--- config.mk ---
export PLATFORM = sky130hd
export DESIGN_NAME = frame_difference_motion_detector_top
export DESIGN_NICKNAME = d
export VERILOG_FILES = /design/src/rtl/fdmd_pkg.sv /design/src/rtl/frame_difference_motion_detector_top.sv /design/src/rtl/fdmd_cfg.sv /design/src/rtl/fdmd_front.sv /design/src/rtl/fdmd_queue.sv /design/src/rtl/fdmd_back.sv
export VERILOG_INCLUDE_DIRS = /design/src /design/src/rtl
export SDC_FILE = /design/constraint.sdc
export NUM_CORES = 2
export LEC_CHECK = 0
export ABC_CLOCK_PERIOD_IN_PS = 8250
export BUFFER_PORTS_ARGS = -buffer_cell sky130_fd_sc_hd__buf_2
export CORE_ASPECT_RATIO = 0.7
export CORE_MARGIN = 5
export CORE_UTILIZATION = 63
export DETAILED_ROUTE_END_ITERATION = 12
export PLACE_DENSITY_LB_ADDON = 0.15
export SLEW_MARGIN = 25
export SYNTH_ARGS = -nofsm -noshare
export SYNTH_HDL_FRONTEND = slang
export SYNTH_SLANG_ARGS = --single-unit
--- constraint.sdc ---
create_clock -name clk -period 8.25 [get_ports clk]
set_input_delay 1.65 -clock clk [delete_from_list [all_inputs] [get_ports clk]]
set_output_delay 1.65 -clock clk [all_outputs]
set_load 0.005 [all_outputs]
--- src/rtl/frame_difference_motion_detector_top_assert.svh ---
// Assertion macros shared by the frame difference motion detector RTL.
`ifndef FRAME_DIFFERENCE_MOTION_DETECTOR_TOP_ASSERT_SVH
`define FRAME_DIFFERENCE_MOTION_DETECTOR_TOP_ASSERT_SVH

`ifndef NO_ASSERTIONS
`define FDMD_ASSERT(lbl, clk, rst_n, prop) \
  lbl: assert property (@(posedge clk) disable iff (!rst_n) prop) \
    else $error("fdmd assertion failed");
`define FDMD_ASSERT_NEVER(lbl, clk, rst_n, cond) \
  lbl: assert property (@(posedge clk) disable iff (!rst_n) !(cond)) \
    else $error("fdmd forbidden condition");
`else
`define FDMD_ASSERT(lbl, clk, rst_n, prop)
`define FDMD_ASSERT_NEVER(lbl, clk, rst_n, cond)
`endif

`endif

--- src/rtl/fdmd_pkg.sv ---
// Types, constants and helper functions of the frame difference motion detector.
`timescale 1ns / 1ps
`default_nettype none
package fdmd_pkg;

  localparam int PIX_W    = 8;
  localparam int POS_W    = 11;
  localparam int SIZE_W   = 12;
  localparam int COUNT_W  = 23;
  localparam int SUM_W    = 33;
  localparam int REGION_W = 4;
  localparam int CFG_DATA_W = 32;
  localparam int CFG_ADDR_W = 4;

  localparam int MAX_WIDTH_DEF  = 2048;
  localparam int MAX_HEIGHT_DEF = 2048;

  localparam int QUEUE_DEPTH = 4;
  localparam int QPTR_W = $clog2(QUEUE_DEPTH);
  localparam int QCNT_W = $clog2(QUEUE_DEPTH + 1);

  localparam int DIV_STEPS = SUM_W;
  localparam int STEP_W = $clog2(DIV_STEPS + 1);

  localparam logic [PIX_W-1:0]   PIX_WHITE   = 8'd255;
  localparam logic [PIX_W-1:0]   THRESH_DEF  = 8'd30;
  localparam logic [COUNT_W-1:0] MIN_DEF     = 23'd100;
  localparam logic [SIZE_W-1:0]  WIDTH_DEF   = 12'd640;
  localparam logic [SIZE_W-1:0]  HEIGHT_DEF  = 12'd480;
  localparam logic [COUNT_W-1:0] COUNT_MAX   = '1;
  localparam logic [SUM_W-1:0]   SUM_MAX     = '1;
  localparam logic [POS_W-1:0]   CENT_MAX    = '1;

  localparam logic [16:0] RECIP3 = 17'd43691;

  typedef enum logic [1:0] {
    REG_DIFF_THRESHOLD,
    REG_MIN_CHANGED,
    REG_FRAME_WIDTH,
    REG_FRAME_HEIGHT
  } reg_idx_t;

  typedef enum logic [1:0] {
    BK_IDLE,
    BK_DIV,
    BK_FIN
  } back_state_t;

  typedef struct packed {
    logic [PIX_W-1:0]   thr;
    logic [COUNT_W-1:0] min_changed;
    logic [SIZE_W-1:0]  w_last;
    logic [SIZE_W-1:0]  h_last;
    logic [SIZE_W-1:0]  w_third;
    logic [SIZE_W-1:0]  w_two3;
    logic [SIZE_W-1:0]  h_third;
    logic [SIZE_W-1:0]  h_two3;
  } cfg_t;

  typedef struct packed {
    logic [PIX_W-1:0]   disp;
    logic               frame_end;
    logic [COUNT_W-1:0] count;
    logic [SUM_W-1:0]   sum_x;
    logic [SUM_W-1:0]   sum_y;
  } entry_t;

  // floor(x / 3) for x below 12288, by reciprocal multiply
  function automatic logic [SIZE_W-1:0] div3(input logic [SIZE_W+1:0] x);
    logic [30:0] prod;
    prod = 31'(x) * 31'(RECIP3);
    return prod[28:17];
  endfunction

endpackage
`default_nettype wire

--- src/rtl/frame_difference_motion_detector_top.sv ---
// Top level of the frame difference motion detector.
// Pixel pairs arrive in raster order and each yields one overlay pixel. The front end
// classifies one pixel per clock while the queue has room and feeds a four-entry queue;
// the back end drains it at one pixel per clock while the output is free and no division
// runs. Each result passes through a queue slot and the output register. The last pixel
// of a frame that shows motion runs a 33-step restoring divider for the centroid and holds
// the back end; the queue absorbs four pixels, then in_ready drops until the divide ends.
`timescale 1ns / 1ps
`default_nettype none
module frame_difference_motion_detector_top #(
  parameter int MAX_WIDTH  = fdmd_pkg::MAX_WIDTH_DEF,
  parameter int MAX_HEIGHT = fdmd_pkg::MAX_HEIGHT_DEF
) (
  input  wire logic                              clk,
  input  wire logic                              rst_n,
  input  wire logic                              in_valid,
  output logic                                   in_ready,
  input  wire logic [fdmd_pkg::PIX_W-1:0]        in_old_pixel,
  input  wire logic [fdmd_pkg::PIX_W-1:0]        in_new_pixel,
  output logic                                   out_valid,
  input  wire logic                              out_ready,
  output logic [fdmd_pkg::PIX_W-1:0]             out_display_pixel,
  output logic                                   out_frame_end,
  output logic                                   out_motion_found,
  output logic [fdmd_pkg::REGION_W-1:0]          out_region,
  output logic [fdmd_pkg::POS_W-1:0]             out_centroid_x,
  output logic [fdmd_pkg::POS_W-1:0]             out_centroid_y,
  input  wire logic                              psel,
  input  wire logic                              penable,
  input  wire logic                              pwrite,
  input  wire logic [fdmd_pkg::CFG_ADDR_W-1:0]   paddr,
  input  wire logic [fdmd_pkg::CFG_DATA_W-1:0]   pwdata,
  output logic      [fdmd_pkg::CFG_DATA_W-1:0]   prdata,
  output logic                                   pready
);

  fdmd_pkg::cfg_t   cfg;
  fdmd_pkg::entry_t front_entry;
  fdmd_pkg::entry_t head;
  logic             push;
  logic             full;
  logic             pop;
  logic             empty;

  assign in_ready = !full;
  assign push     = in_valid && !full;

  fdmd_cfg #(
    .MAX_WIDTH (MAX_WIDTH),
    .MAX_HEIGHT(MAX_HEIGHT)
  ) u_cfg (
    .clk    (clk),
    .rst_n  (rst_n),
    .psel   (psel),
    .penable(penable),
    .pwrite (pwrite),
    .paddr  (paddr),
    .pwdata (pwdata),
    .prdata (prdata),
    .pready (pready),
    .cfg    (cfg)
  );

  fdmd_front u_front (
    .clk      (clk),
    .rst_n    (rst_n),
    .cfg      (cfg),
    .push     (push),
    .old_pixel(in_old_pixel),
    .new_pixel(in_new_pixel),
    .entry    (front_entry)
  );

  fdmd_queue u_queue (
    .clk       (clk),
    .rst_n     (rst_n),
    .push      (push),
    .push_entry(front_entry),
    .full      (full),
    .pop       (pop),
    .head      (head),
    .empty     (empty)
  );

  fdmd_back u_back (
    .clk              (clk),
    .rst_n            (rst_n),
    .cfg              (cfg),
    .head             (head),
    .empty            (empty),
    .pop              (pop),
    .out_valid        (out_valid),
    .out_ready        (out_ready),
    .out_display_pixel(out_display_pixel),
    .out_frame_end    (out_frame_end),
    .out_motion_found (out_motion_found),
    .out_region       (out_region),
    .out_centroid_x   (out_centroid_x),
    .out_centroid_y   (out_centroid_y)
  );

endmodule
`default_nettype wire

--- src/rtl/fdmd_cfg.sv ---
// APB register file and derived frame geometry of the motion detector.
`timescale 1ns / 1ps
`default_nettype none
module fdmd_cfg #(
  parameter int MAX_WIDTH  = fdmd_pkg::MAX_WIDTH_DEF,
  parameter int MAX_HEIGHT = fdmd_pkg::MAX_HEIGHT_DEF
) (
  input  wire logic                            clk,
  input  wire logic                            rst_n,
  input  wire logic                            psel,
  input  wire logic                            penable,
  input  wire logic                            pwrite,
  input  wire logic [fdmd_pkg::CFG_ADDR_W-1:0] paddr,
  input  wire logic [fdmd_pkg::CFG_DATA_W-1:0] pwdata,
  output logic      [fdmd_pkg::CFG_DATA_W-1:0] prdata,
  output logic                                 pready,
  output fdmd_pkg::cfg_t                       cfg
);

  localparam int EW = fdmd_pkg::SIZE_W + 1;
  localparam logic [EW-1:0] MAX_W = EW'(MAX_WIDTH);
  localparam logic [EW-1:0] MAX_H = EW'(MAX_HEIGHT);

  logic [fdmd_pkg::PIX_W-1:0]   thr_r;
  logic [fdmd_pkg::COUNT_W-1:0] min_r;
  logic [fdmd_pkg::SIZE_W-1:0]  width_r;
  logic [fdmd_pkg::SIZE_W-1:0]  height_r;
  logic                         wr;
  fdmd_pkg::reg_idx_t           idx;
  logic [EW-1:0]                w_eff;
  logic [EW-1:0]                h_eff;

  assign pready = 1'b1;
  assign wr     = psel && penable && pwrite;
  assign idx    = fdmd_pkg::reg_idx_t'(paddr[3:2]);

  always_ff @(posedge clk) begin
    if (!rst_n) begin
      thr_r    <= fdmd_pkg::THRESH_DEF;
      min_r    <= fdmd_pkg::MIN_DEF;
      width_r  <= fdmd_pkg::WIDTH_DEF;
      height_r <= fdmd_pkg::HEIGHT_DEF;
    end else if (wr) begin
      case (idx)
        fdmd_pkg::REG_DIFF_THRESHOLD: thr_r    <= pwdata[fdmd_pkg::PIX_W-1:0];
        fdmd_pkg::REG_MIN_CHANGED:    min_r    <= pwdata[fdmd_pkg::COUNT_W-1:0];
        fdmd_pkg::REG_FRAME_WIDTH:    width_r  <= pwdata[fdmd_pkg::SIZE_W-1:0];
        fdmd_pkg::REG_FRAME_HEIGHT:   height_r <= pwdata[fdmd_pkg::SIZE_W-1:0];
        default: ;
      endcase
    end
  end

  always_comb begin
    case (idx)
      fdmd_pkg::REG_DIFF_THRESHOLD: prdata = fdmd_pkg::CFG_DATA_W'(thr_r);
      fdmd_pkg::REG_MIN_CHANGED:    prdata = fdmd_pkg::CFG_DATA_W'(min_r);
      fdmd_pkg::REG_FRAME_WIDTH:    prdata = fdmd_pkg::CFG_DATA_W'(width_r);
      fdmd_pkg::REG_FRAME_HEIGHT:   prdata = fdmd_pkg::CFG_DATA_W'(height_r);
      default:                      prdata = '0;
    endcase
  end

  always_comb begin
    if (width_r == '0) w_eff = EW'(1);
    else if ({1'b0, width_r} > MAX_W) w_eff = MAX_W;
    else w_eff = {1'b0, width_r};
    if (height_r == '0) h_eff = EW'(1);
    else if ({1'b0, height_r} > MAX_H) h_eff = MAX_H;
    else h_eff = {1'b0, height_r};
  end

  always_comb begin
    cfg.thr         = thr_r;
    cfg.min_changed = min_r;
    cfg.w_last      = fdmd_pkg::SIZE_W'(w_eff - EW'(1));
    cfg.h_last      = fdmd_pkg::SIZE_W'(h_eff - EW'(1));
    cfg.w_third     = fdmd_pkg::div3({1'b0, w_eff});
    cfg.w_two3      = fdmd_pkg::div3({w_eff, 1'b0});
    cfg.h_third     = fdmd_pkg::div3({1'b0, h_eff});
    cfg.h_two3      = fdmd_pkg::div3({h_eff, 1'b0});
  end

endmodule
`default_nettype wire

--- src/rtl/fdmd_front.sv ---
// Front end: position tracking, change classification and per-frame accumulation.
`timescale 1ns / 1ps
`default_nettype none
module fdmd_front (
  input  wire logic                       clk,
  input  wire logic                       rst_n,
  input  wire fdmd_pkg::cfg_t             cfg,
  input  wire logic                       push,
  input  wire logic [fdmd_pkg::PIX_W-1:0] old_pixel,
  input  wire logic [fdmd_pkg::PIX_W-1:0] new_pixel,
  output fdmd_pkg::entry_t                entry
);

  localparam int PW = fdmd_pkg::POS_W;
  localparam int SW = fdmd_pkg::SUM_W;

  logic [PW-1:0]                col_r, col_nxt;
  logic [PW-1:0]                row_r, row_nxt;
  logic [fdmd_pkg::COUNT_W-1:0] count_r, count_nxt, count_acc;
  logic [SW-1:0]                sumx_r, sumx_nxt, sumx_acc;
  logic [SW-1:0]                sumy_r, sumy_nxt, sumy_acc;
  logic [fdmd_pkg::PIX_W-1:0]   diff;
  logic                         changed;
  logic                         grid;
  logic                         last_col;
  logic                         last_row;
  logic [SW:0]                  sumx_add;
  logic [SW:0]                  sumy_add;

  always_comb begin
    diff     = (old_pixel > new_pixel) ? old_pixel - new_pixel : new_pixel - old_pixel;
    changed  = diff > cfg.thr;
    grid     = ({1'b0, row_r} == cfg.h_third) || ({1'b0, row_r} == cfg.h_two3) ||
               ({1'b0, col_r} == cfg.w_third) || ({1'b0, col_r} == cfg.w_two3);
    last_col = {1'b0, col_r} >= cfg.w_last;
    last_row = {1'b0, row_r} >= cfg.h_last;

    sumx_add = {1'b0, sumx_r} + (SW+1)'(col_r);
    sumy_add = {1'b0, sumy_r} + (SW+1)'(row_r);
    if (changed) begin
      count_acc = (count_r == fdmd_pkg::COUNT_MAX) ? count_r : count_r + 1'b1;
      sumx_acc  = sumx_add[SW] ? fdmd_pkg::SUM_MAX : sumx_add[SW-1:0];
      sumy_acc  = sumy_add[SW] ? fdmd_pkg::SUM_MAX : sumy_add[SW-1:0];
    end else begin
      count_acc = count_r;
      sumx_acc  = sumx_r;
      sumy_acc  = sumy_r;
    end

    entry.disp      = (changed || grid) ? fdmd_pkg::PIX_WHITE : new_pixel;
    entry.frame_end = last_col && last_row;
    entry.count     = count_acc;
    entry.sum_x     = sumx_acc;
    entry.sum_y     = sumy_acc;

    if (entry.frame_end) begin
      count_nxt = '0;
      sumx_nxt  = '0;
      sumy_nxt  = '0;
    end else begin
      count_nxt = count_acc;
      sumx_nxt  = sumx_acc;
      sumy_nxt  = sumy_acc;
    end

    if (last_col) begin
      col_nxt = '0;
      row_nxt = last_row ? '0 : row_r + 1'b1;
    end else begin
      col_nxt = col_r + 1'b1;
      row_nxt = row_r;
    end
  end

  always_ff @(posedge clk) begin
    if (!rst_n) begin
      col_r   <= '0;
      row_r   <= '0;
      count_r <= '0;
      sumx_r  <= '0;
      sumy_r  <= '0;
    end else if (push) begin
      col_r   <= col_nxt;
      row_r   <= row_nxt;
      count_r <= count_nxt;
      sumx_r  <= sumx_nxt;
      sumy_r  <= sumy_nxt;
    end
  end

endmodule
`default_nettype wire

--- src/rtl/fdmd_queue.sv ---
// Short queue of classified pixels between the front and back ends.
`timescale 1ns / 1ps
`default_nettype none
`include "frame_difference_motion_detector_top_assert.svh"
module fdmd_queue (
  input  wire logic             clk,
  input  wire logic             rst_n,
  input  wire logic             push,
  input  wire fdmd_pkg::entry_t push_entry,
  output logic                  full,
  input  wire logic             pop,
  output fdmd_pkg::entry_t      head,
  output logic                  empty
);

  localparam int DEPTH = fdmd_pkg::QUEUE_DEPTH;
  localparam int AW    = fdmd_pkg::QPTR_W;
  localparam int CW    = fdmd_pkg::QCNT_W;

  fdmd_pkg::entry_t slots_r [DEPTH];
  logic [AW-1:0]    wr_ptr_r;
  logic [AW-1:0]    rd_ptr_r;
  logic [CW-1:0]    count_r;

  assign full  = count_r == CW'(DEPTH);
  assign empty = count_r == '0;
  assign head  = slots_r[rd_ptr_r];

  always_ff @(posedge clk) begin
    if (push) slots_r[wr_ptr_r] <= push_entry;
  end

  always_ff @(posedge clk) begin
    if (!rst_n) begin
      wr_ptr_r <= '0;
      rd_ptr_r <= '0;
      count_r  <= '0;
    end else begin
      if (push) wr_ptr_r <= (wr_ptr_r == AW'(DEPTH - 1)) ? '0 : wr_ptr_r + 1'b1;
      if (pop)  rd_ptr_r <= (rd_ptr_r == AW'(DEPTH - 1)) ? '0 : rd_ptr_r + 1'b1;
      if (push && !pop) count_r <= count_r + 1'b1;
      else if (pop && !push) count_r <= count_r - 1'b1;
    end
  end

  `FDMD_ASSERT(a_q_count_bound, clk, rst_n, count_r <= CW'(DEPTH))
  `FDMD_ASSERT_NEVER(a_q_pop_empty, clk, rst_n, pop && empty)
  `FDMD_ASSERT_NEVER(a_q_push_full, clk, rst_n, push && full)

endmodule
`default_nettype wire

--- src/rtl/fdmd_back.sv ---
// Back end: frame-end centroid division, region lookup and output register.
`timescale 1ns / 1ps
`default_nettype none
`include "frame_difference_motion_detector_top_assert.svh"
module fdmd_back (
  input  wire logic                          clk,
  input  wire logic                          rst_n,
  input  wire fdmd_pkg::cfg_t                cfg,
  input  wire fdmd_pkg::entry_t              head,
  input  wire logic                          empty,
  output logic                               pop,
  output logic                               out_valid,
  input  wire logic                          out_ready,
  output logic [fdmd_pkg::PIX_W-1:0]         out_display_pixel,
  output logic                               out_frame_end,
  output logic                               out_motion_found,
  output logic [fdmd_pkg::REGION_W-1:0]      out_region,
  output logic [fdmd_pkg::POS_W-1:0]         out_centroid_x,
  output logic [fdmd_pkg::POS_W-1:0]         out_centroid_y
);

  localparam int SW = fdmd_pkg::SUM_W;
  localparam int DW = fdmd_pkg::COUNT_W;
  localparam int PW = fdmd_pkg::POS_W;

  fdmd_pkg::back_state_t state_r, state_nxt;
  logic [fdmd_pkg::STEP_W-1:0] step_r;
  logic [DW-1:0]               divisor_r;
  logic [SW-1:0]               dvd_x_r, dvd_y_r;
  logic [SW-1:0]               qx_r, qy_r;
  logic [DW-1:0]               rem_x_r, rem_y_r;
  logic [fdmd_pkg::PIX_W-1:0]  hold_disp_r;

  logic                        out_valid_r;
  logic [fdmd_pkg::PIX_W-1:0]  disp_r;
  logic                        fend_r;
  logic                        motion_r;
  logic [fdmd_pkg::REGION_W-1:0] region_r;
  logic [PW-1:0]               cx_r, cy_r;

  logic        out_free;
  logic        motion_hit;
  logic        start_div;
  logic        load_direct;
  logic        load_result;
  logic [DW:0] shx, shy;
  logic        gex, gey;
  logic [PW-1:0] cx, cy;
  logic [1:0]  cb, rb;
  logic [fdmd_pkg::REGION_W-1:0] region;

  assign out_free   = !out_valid_r || out_ready;
  assign motion_hit = head.count > cfg.min_changed;

  always_comb begin
    state_nxt   = state_r;
    pop         = 1'b0;
    start_div   = 1'b0;
    load_direct = 1'b0;
    load_result = 1'b0;
    case (state_r)
      fdmd_pkg::BK_IDLE: begin
        if (!empty && out_free) begin
          pop = 1'b1;
          if (head.frame_end && motion_hit) begin
            start_div = 1'b1;
            state_nxt = fdmd_pkg::BK_DIV;
          end else begin
            load_direct = 1'b1;
          end
        end
      end
      fdmd_pkg::BK_DIV: begin
        if (step_r == fdmd_pkg::STEP_W'(1)) state_nxt = fdmd_pkg::BK_FIN;
      end
      fdmd_pkg::BK_FIN: begin
        if (out_free) begin
          load_result = 1'b1;
          state_nxt   = fdmd_pkg::BK_IDLE;
        end
      end
      default: state_nxt = fdmd_pkg::BK_IDLE;
    endcase
  end

  always_ff @(posedge clk) begin
    if (!rst_n) state_r <= fdmd_pkg::BK_IDLE;
    else state_r <= state_nxt;
  end

  always_comb begin
    shx = {rem_x_r, dvd_x_r[SW-1]};
    shy = {rem_y_r, dvd_y_r[SW-1]};
    gex = shx >= {1'b0, divisor_r};
    gey = shy >= {1'b0, divisor_r};
  end

  always_ff @(posedge clk) begin
    if (!rst_n) begin
      step_r <= '0;
    end else if (start_div) begin
      step_r <= fdmd_pkg::STEP_W'(fdmd_pkg::DIV_STEPS);
    end else if (state_r == fdmd_pkg::BK_DIV) begin
      step_r <= step_r - 1'b1;
    end
  end

  always_ff @(posedge clk) begin
    if (start_div) begin
      divisor_r   <= head.count;
      dvd_x_r     <= head.sum_x;
      dvd_y_r     <= head.sum_y;
      rem_x_r     <= '0;
      rem_y_r     <= '0;
      qx_r        <= '0;
      qy_r        <= '0;
      hold_disp_r <= head.disp;
    end else if (state_r == fdmd_pkg::BK_DIV) begin
      rem_x_r <= gex ? DW'(shx - {1'b0, divisor_r}) : shx[DW-1:0];
      rem_y_r <= gey ? DW'(shy - {1'b0, divisor_r}) : shy[DW-1:0];
      dvd_x_r <= {dvd_x_r[SW-2:0], 1'b0};
      dvd_y_r <= {dvd_y_r[SW-2:0], 1'b0};
      qx_r    <= {qx_r[SW-2:0], gex};
      qy_r    <= {qy_r[SW-2:0], gey};
    end
  end

  always_comb begin
    cx = (qx_r > SW'(fdmd_pkg::CENT_MAX)) ? fdmd_pkg::CENT_MAX : qx_r[PW-1:0];
    cy = (qy_r > SW'(fdmd_pkg::CENT_MAX)) ? fdmd_pkg::CENT_MAX : qy_r[PW-1:0];
    if ({1'b0, cx} < cfg.w_third) cb = 2'd0;
    else if ({1'b0, cx} < cfg.w_two3) cb = 2'd1;
    else cb = 2'd2;
    if ({1'b0, cy} < cfg.h_third) rb = 2'd0;
    else if ({1'b0, cy} < cfg.h_two3) rb = 2'd1;
    else rb = 2'd2;
    region = {2'b00, rb} + {1'b0, rb, 1'b0} + {2'b00, cb} + 4'd1;
  end

  always_ff @(posedge clk) begin
    if (!rst_n) out_valid_r <= 1'b0;
    else if (load_direct || load_result) out_valid_r <= 1'b1;
    else if (out_ready) out_valid_r <= 1'b0;
  end

  always_ff @(posedge clk) begin
    if (load_direct) begin
      disp_r   <= head.disp;
      fend_r   <= head.frame_end;
      motion_r <= 1'b0;
      region_r <= '0;
      cx_r     <= '0;
      cy_r     <= '0;
    end else if (load_result) begin
      disp_r   <= hold_disp_r;
      fend_r   <= 1'b1;
      motion_r <= 1'b1;
      region_r <= region;
      cx_r     <= cx;
      cy_r     <= cy;
    end
  end

  assign out_valid         = out_valid_r;
  assign out_display_pixel = disp_r;
  assign out_frame_end     = fend_r;
  assign out_motion_found  = motion_r;
  assign out_region        = region_r;
  assign out_centroid_x    = cx_r;
  assign out_centroid_y    = cy_r;

  `FDMD_ASSERT(a_no_pop_busy, clk, rst_n, (state_r != fdmd_pkg::BK_IDLE) |-> !pop)
  `FDMD_ASSERT(a_fin_steps_done, clk, rst_n, (state_r == fdmd_pkg::BK_FIN) |-> (step_r == '0))
  `FDMD_ASSERT(a_motion_region, clk, rst_n, (out_valid_r && motion_r) |-> (fend_r && region_r != '0))

endmodule
`default_nettype wire

### After elaboration in Yosys (flattened, before gate mapping)

Memory sizes are Yosys's and may differ from the RTL's. A register that Yosys moved wholly into a read port is not among the register bits.
Index checks and enable logic that the tools add are counted.

| word-level totals | value |
|---|---|
| flip-flop bits (word level) | 427 |
| bits in latches | 0 |
| RAM bits | 392 |
| memory bits (read-only) | 0 |
| bits of input ports | 59 |
| output and inout port bits | 71 |
| word-level logic and storage cells | 184 |
| memories | 1 |

Memories:

| memory | depth | width | rd ports | clocked after memory_dff | write ports | line | RTL |
|---|---|---|---|---|---|---|---|
| u_queue.slots_r | 4 | 98 | 1 | 1 | 1 | fdmd_queue.sv:20 | `fdmd_pkg::entry_t slots_r [DEPTH];` |

| operators by class | value |
|---|---|
| add/subtract/negate cells | 19 |
| multipliers | 4 |
| div/mod/pow operators | 0 |
| magnitude comparators | 15 |
| equality and inequality tests | 18 |
| shift operators | 0 |
| muxes and demuxes | 61 |
| bitwise operators | 1 |
| reduce and logical (&&, ||, !) cells | 35 |

Operator list:

| cell | number |
|---|---|
| 2-to-1 mux 33 bit | 10 |
| case mux 32 bit (4 select lines) | 1 |
| 2-to-1 mux 23 bit | 5 |
| multiplier 12 x 16 -> 28 bit, second input constant | 4 |
| adder 33 x 11 -> 34 bit | 2 |
| > comparator 33 x 11 -> 1 bit, second input constant | 2 |
| == test 11 x 12 -> 1 bit | 4 |
| greater-or-equal comparator 24 x 23 -> 1 bit | 2 |
| < comparator 11 x 12 -> 1 bit | 4 |
| 2-to-1 mux 12 bit | 4 |
| subtractor 23 bit | 2 |
| 2-to-1 mux 11 bit | 4 |
| 2-to-1 mux 8 bit | 4 |
| greater-or-equal comparator 11 x 12 -> 1 bit | 2 |
| > comparator 12 bit, second input constant | 2 |
| zero test 12 bit | 2 |
| 2-to-1 mux 2 bit | 12 |
| subtractor 12 x 1 -> 12 bit, second input constant | 2 |
| adder 23 x 1 -> 23 bit, second input constant | 1 |
| == test 23 bit, second input constant | 1 |
| > comparator 23 bit | 1 |
| adder 11 x 1 -> 11 bit, second input constant | 2 |
| > comparator 8 bit | 2 |
| 2-to-1 mux 1 bit | 16 |
| 26 further kinds | 62 |

### Longest topological paths before layout

| depth | value |
|---|---|
| word-level depth | 10 |
| depth in mapped cells | 36 |
| depth with buffers taken out | 34 |

### Cells and area by module

Synthesis repeated with hierarchy kept, for this count alone.

| unflattened totals | value |
|---|---|
| cell total of the unflattened synthesis | 4,272 |
| area, all modules | 47,451.8 sq um |

By module, submodules not included:

| module | times used | cells each | area each (sq um) | seq. area each (sq um) |
|---|---|---|---|---|
| fdmd_queue | 1 | 556 | 14,574.0 | 11,951.5 |
| fdmd_back | 1 | 1,355 | 13,974.7 | 6,145.9 |
| fdmd_front | 1 | 1,258 | 9,645.5 | 2,222.1 |
| fdmd_cfg | 1 | 1,101 | 9,247.6 | 1,101.1 |
| frame_difference_motion_detector_top | 1 | 2 | 10.0 | 0.0 |

### Worst setup path before layout

OpenSTA, ideal clock, no wires.

| timing | value |
|---|---|
| kind | reg-to-reg |
| from | register u_cfg.width_r[11] in the netlist's numbering |
| to | register u_back.region_r (netlist bit u_back.out_region[2]) |
| library setup time | 0.128 ns |
| arrival | 7.331 ns |
| data required time | 8.122 ns |
| slack | 0.791 ns |
| stages on the path, launching flop included | 32 |
| buffers on the path | 1 |
| clock period less this slack | 7.459 ns |
| cells stage by stage | dfxtp_1 clkbuf_1 clkinv_1 nand2_1 inv_1 ha_1 inv_1 fa_1 fa_1 fa_1 fa_1 inv_1 ha_1 a2111o_1 nor3_1 o21ai_1 nand3_1 nand2_1 xnor2_1 ha_1 a21oi_1 nand2_1 a211oi_1 o22a_1 maj3_1 o21ai_0 and2_1 ha_1 ha_1 ha_1 mux2i_1 nor2_1 |

| between the ends | value |
|---|---|
| cells in the longest elaborated chain, start to end | 9 |
| elaborated cells between the ends (all ways) | 12 |
| classes of those cells | 2 x add/sub; 2 x mul; 3 x order compare; 4 x mux; 1 x reduce/logical |

Ends and longest elaborated chain:

| item | line | RTL |
|---|---|---|
| start: declaration | fdmd_cfg.sv:26 | `logic [fdmd_pkg::SIZE_W-1:0] width_r;` |
| start signal: assignment | fdmd_cfg.sv:41 | `width_r <= fdmd_pkg::WIDTH_DEF;` |
| start signal: assignment | fdmd_cfg.sv:47 | `fdmd_pkg::REG_FRAME_WIDTH: width_r <= pwdata[fdmd_pkg::SIZE_W-1:0];` |
| > comparator 12 bit | fdmd_cfg.sv:66 | `else if ({1'b0, width_r} > MAX_W) w_eff = MAX_W;` |
| 2-to-1 mux 12 bit | fdmd_cfg.sv:66 |  |
| 2-to-1 mux 12 bit (*) | fdmd_cfg.sv:65 | `if (width_r == '0) w_eff = EW'(1);` |
| multiplier 12 x 16 -> 28 bit | fdmd_pkg.sv:71 | `prod = 31'(x) * 31'(RECIP3);` |
| < comparator 11 x 12 -> 1 bit | fdmd_back.sv:132 | `else if ({1'b0, cx} < cfg.w_two3) cb = 2'd1;` |
| 2-to-1 mux 2 bit | fdmd_back.sv:132 |  |
| 2-to-1 mux 2 bit (*) | fdmd_back.sv:131 | `if ({1'b0, cx} < cfg.w_third) cb = 2'd0;` |
| adder 4 x 2 -> 4 bit (*) | fdmd_back.sv:137 | `region = {2'b00, rb} + {1'b0, rb, 1'b0} + {2'b00, cb} + 4'd1;` |
| adder 4 x 1 -> 4 bit (*) | fdmd_back.sv:137 |  |
| via u_back.region, one bit | fdmd_back.sv:50 | `logic [fdmd_pkg::REGION_W-1:0] region;` |
| end signal: assignment | fdmd_back.sv:158 | `region_r <= region;` |
| end: declaration | fdmd_back.sv:38 | `logic [fdmd_pkg::REGION_W-1:0] region_r;` |

The timed path passes the listed nets; every way through them passes the cells marked *.
A chain may end at the register's enable or synchronous reset.

### Worst setup path in the final report

Same ends and word-level chain as after synthesis.

==> qor.csv <==
stage,metric,value,unit
placement,io_buffers,108,
yosys,ys.flop_type,edfxtp_1,
routing,ant_nets,0,
status,outcome,"complete, no violations",
power_and_ir_drop,vdd_drop_max,486,µV
critical_path,cp_common_cell,ha_1,
critical_path,startpoint_type,register,
clock_tree,cts_max_path_buffers,3,
die,chipHeight,235,µm
layout,layout_commonest_cell,edfxtp_1,
layout,final-seq-area,21400,µm²
layout,multi_input_area,22300,µm²
grt,grt_usage,26.4,%
placement,dpl_cell_area,47300,µm²
critical_path,r2r_setup_slack,590,ps
sta,min_period_over_period,92.8,%
sta,timing.clock.skew,33.5,ps
layout,post-route-cell-area,50000,µm²
sta,final_hold_viol_count,0,
die,fp.dieW,332,µm
placement,place.gp.congestion,0.911,
critical_path,critPathSlowestCell,fa_1,
grt,use_met1,40.2,%
critical_path,slowest_delay,610,ps
routing,totalWireLength,104,mm
sta,finalSetupTns,0,ps
layout,mostFrequentLayoutCells,"edfxtp_1, nand2_1, inv_1",
layout,syn2layout_area_growth,9.43,%
critical_path,worstPathMaxFanout,8,
die,die-area,78100,µm²
power_and_ir_drop,power_density,352,nW/µm²
critical_path,crit_path_start,u_cfg.width_r[11],
sta,fin_crit,7660,ps
placement,hpwl,72.3,mm
grt,antenna_found_initial,6,
die,initial_utilization,63.7,%
sta,finalSetupViolCount,0,
layout,instances_no_fill,5216,
routing,drc,0,
sta,worst_pin_slew,1190,ps
yosys,syn_avg_cell_area,11.1,µm²
die,io_pins,130,
critical_path,cp_top_family,adder cells,
clock_tree,numCtsBuffers,79,
flow_run,maxCapViolations,0,
die,core,71700,µm²
sta,slew_headroom,20.1,%
routing,dr.pass1.iters,5,
yosys,syn_area,45700,µm²
critical_path,cp.depth,27,
layout,nNetsFinal,4680,
grt,top_usage_layer,met1,
critical_path,cp-end-kind,register,
critical_path,worstSetupEndpoint,u_back.out_region[2],
yosys,synth_cell_types,91,
routing,drt_iter0_markers,2694,
layout,drive_above_1_share,12.8,%
hold_path,hp-class,reg2reg,
yosys,yosysWarningCount,0,
clock_tree,htreeDepth,3,
power_and_ir_drop,leakage,0.0205,µW
routing,vias,30900,
critical_path,rr_endpoint,u_back.out_region[2],
grt,grt_pass1_wl,167,mm
clock_tree,postCtsHoldBufs,0,
yosys,synth-seq-cells,821,
critical_path,worst-r2r-cell-count,27,
routing,via_per_inst,5.92,
grt,grt_max_degree,168,
die,rows,82,
sta,drv_slew,0,
routing,wl_per_cell,19.9,µm
critical_path,path_class,reg2reg,
critical_path,reg2reg_from,u_cfg.width_r[11],
clock_tree,insertion_delay,670,ps
critical_path,critical_path_required,8800,ps
critical_path,path_buf_inv,4,
placement,dpl.cell_count,5066,
layout,fillers,5182,
grt,gr-usage-met2,39.3,%
clock_tree,path_clk_slew,70,ps
sta,fmax,131,MHz
sta,rsz0062_at_grt,false,
yosys,async_flop_share,0,%
grt,grtUsageMet3,5.93,%
yosys,ys_seq_area_share,46.9,%
clock_tree,clock-root-buffer,clkbuf_16,
yosys,synth_cells,4107,
clock_tree,cts_sinks,821,
grt,grt_remaining_overflow,0,
clock_tree,cts_tree,built,
yosys,synth_edf_count,498,
critical_path,cp.arrival,8200,ps
grt,grt_pass1_vias,30000,
## cells by family (layout without fill, tap and decap cells)
logic type      after synthesis  in the layout  share of synthesized area (%)
flops                       821            821                           46.9
compound gates              755            755                           11.0
xor+xnor                    213            213                           4.10
simple gates               1073           1073                           11.0
fa+ha+maj                   441            441                           13.7
mux                         251            251                           8.64
buf+inv                     551            679                           4.67
other cells                   2             17                         0.0164
## power breakdown
group | internal, µW | total [µW] | switching [µW]
combinational | 3290 | 8080 | 4780
sequential | 5330 | 5810 | 478
clock | 2070 | 3700 | 1640
## sequential cells by signal, indices dropped and copies added, names as in the netlist, 4 cells and up, named ones only
name                      count
u_back.out_display_pixel      8
u_back.dvd_x_r               33
u_front.row_r                11
u_cfg.thr_r                   8
u_back.hold_disp_r            8
u_front.count_r              23
u_back.qx_r                  33
u_back.dvd_y_r               33
u_back.divisor_r             23
u_back.out_centroid_y        11
u_back.rem_y_r               23
u_back.qy_r                  33
u_back.out_region             4
u_cfg.min_r                  23
u_queue.slots_r             392
u_back.rem_x_r               23
u_front.sumy_r               33
u_cfg.width_r                12
u_back.out_centroid_x        11
u_cfg.height_r               12
u_front.sumx_r               33
u_front.col_r                11
u_back.step_r                 6
## metrics by stage
stage	hold WS (ps)	utilization (%)	total power, µW	setup slack [ps]
finish	462	69.7	17600	592
CTS	457	69.6	17600	341
global placement	441	65.9	13600	454
floorplan	426	-	11600	791
detailed placement	448	65.9	13800	340
global route	482	69.7	18900	19.1
## area by class of cell
type                       instances  area share (%)
antenna                            2          0.0100
multi-input combinational       2748            44.6
inverter                         367            2.76
sequential                       821            42.9
clock buffer                     104            4.39
clock inverter                    43           0.946
tap                              966            2.42
timing repair buffer             165            2.01
## metal layers
layer | part of all wire (%) | vias up
li1 | - | 14900
met4 | 1.9 | 4
met5 | 0.030 | -
met3 | 7.6 | 123
met1 | 47 | 15000
met2 | 43 | 901
## worst min path at each step
stage / start / end / slack [ps] / depth (start not counted)
detailed placement: u_back.qx_r[7] / u_back.qx_r[7] / 450 / 2
CTS: u_back.qx_r[7] / u_back.qx_r[7] / 460 / 2
finish: u_back.rem_y_r[22] / u_back.rem_y_r[22] / 460 / 2
global placement: u_back.qx_r[7] / u_back.qx_r[7] / 440 / 2
floorplan: u_back.rem_y_r[22] / u_back.rem_y_r[22] / 430 / 2
global route: u_back.qx_r[7] / u_back.qx_r[7] / 480 / 2
## repair_timing
item / 4_1_cts / 5_1_grt
buffers inserted: 0 / 1
gates resized for setup: 0 / 8
endpoints found under the setup margin: 0 / 3
## worst min-delay path, stage by stage (launching register included)
cell and delay [ps]:
dfxtp_1 330, nand2_1 50, o21ai_0 60
## synthesized netlist by cell type, types with 22 or more instances
library cell | number | area [µm²]
mux4_2 | 106 | 2390
nor2b_1 | 59 | 369
nand2_1 | 446 | 1670
nand2b_1 | 24 | 150
fa_1 | 97 | 1940
nand3_1 | 110 | 551
a22o_1 | 50 | 438
nor4_1 | 23 | 144
o211ai_1 | 22 | 165
and3_1 | 38 | 238
a21oi_1 | 127 | 636
mux2_2 | 83 | 935
a21boi_0 | 52 | 390
o21a_1 | 36 | 270
a211oi_1 | 39 | 293
a21o_1 | 81 | 608
mux2i_1 | 61 | 611
and2_1 | 33 | 206
nand4_1 | 41 | 257
nor2_1 | 179 | 672
dfxtp_1 | 323 | 6470
xor2_1 | 88 | 771
clkbuf_1 | 139 | 522
edfxtp_1 | 498 | 15000
inv_1 | 366 | 1370
ha_1 | 342 | 4280
nor3_1 | 48 | 240
o21ai_0 | 213 | 1070
xnor2_1 | 124 | 1090
Note: power is estimated with default switching activity, not from simulation.
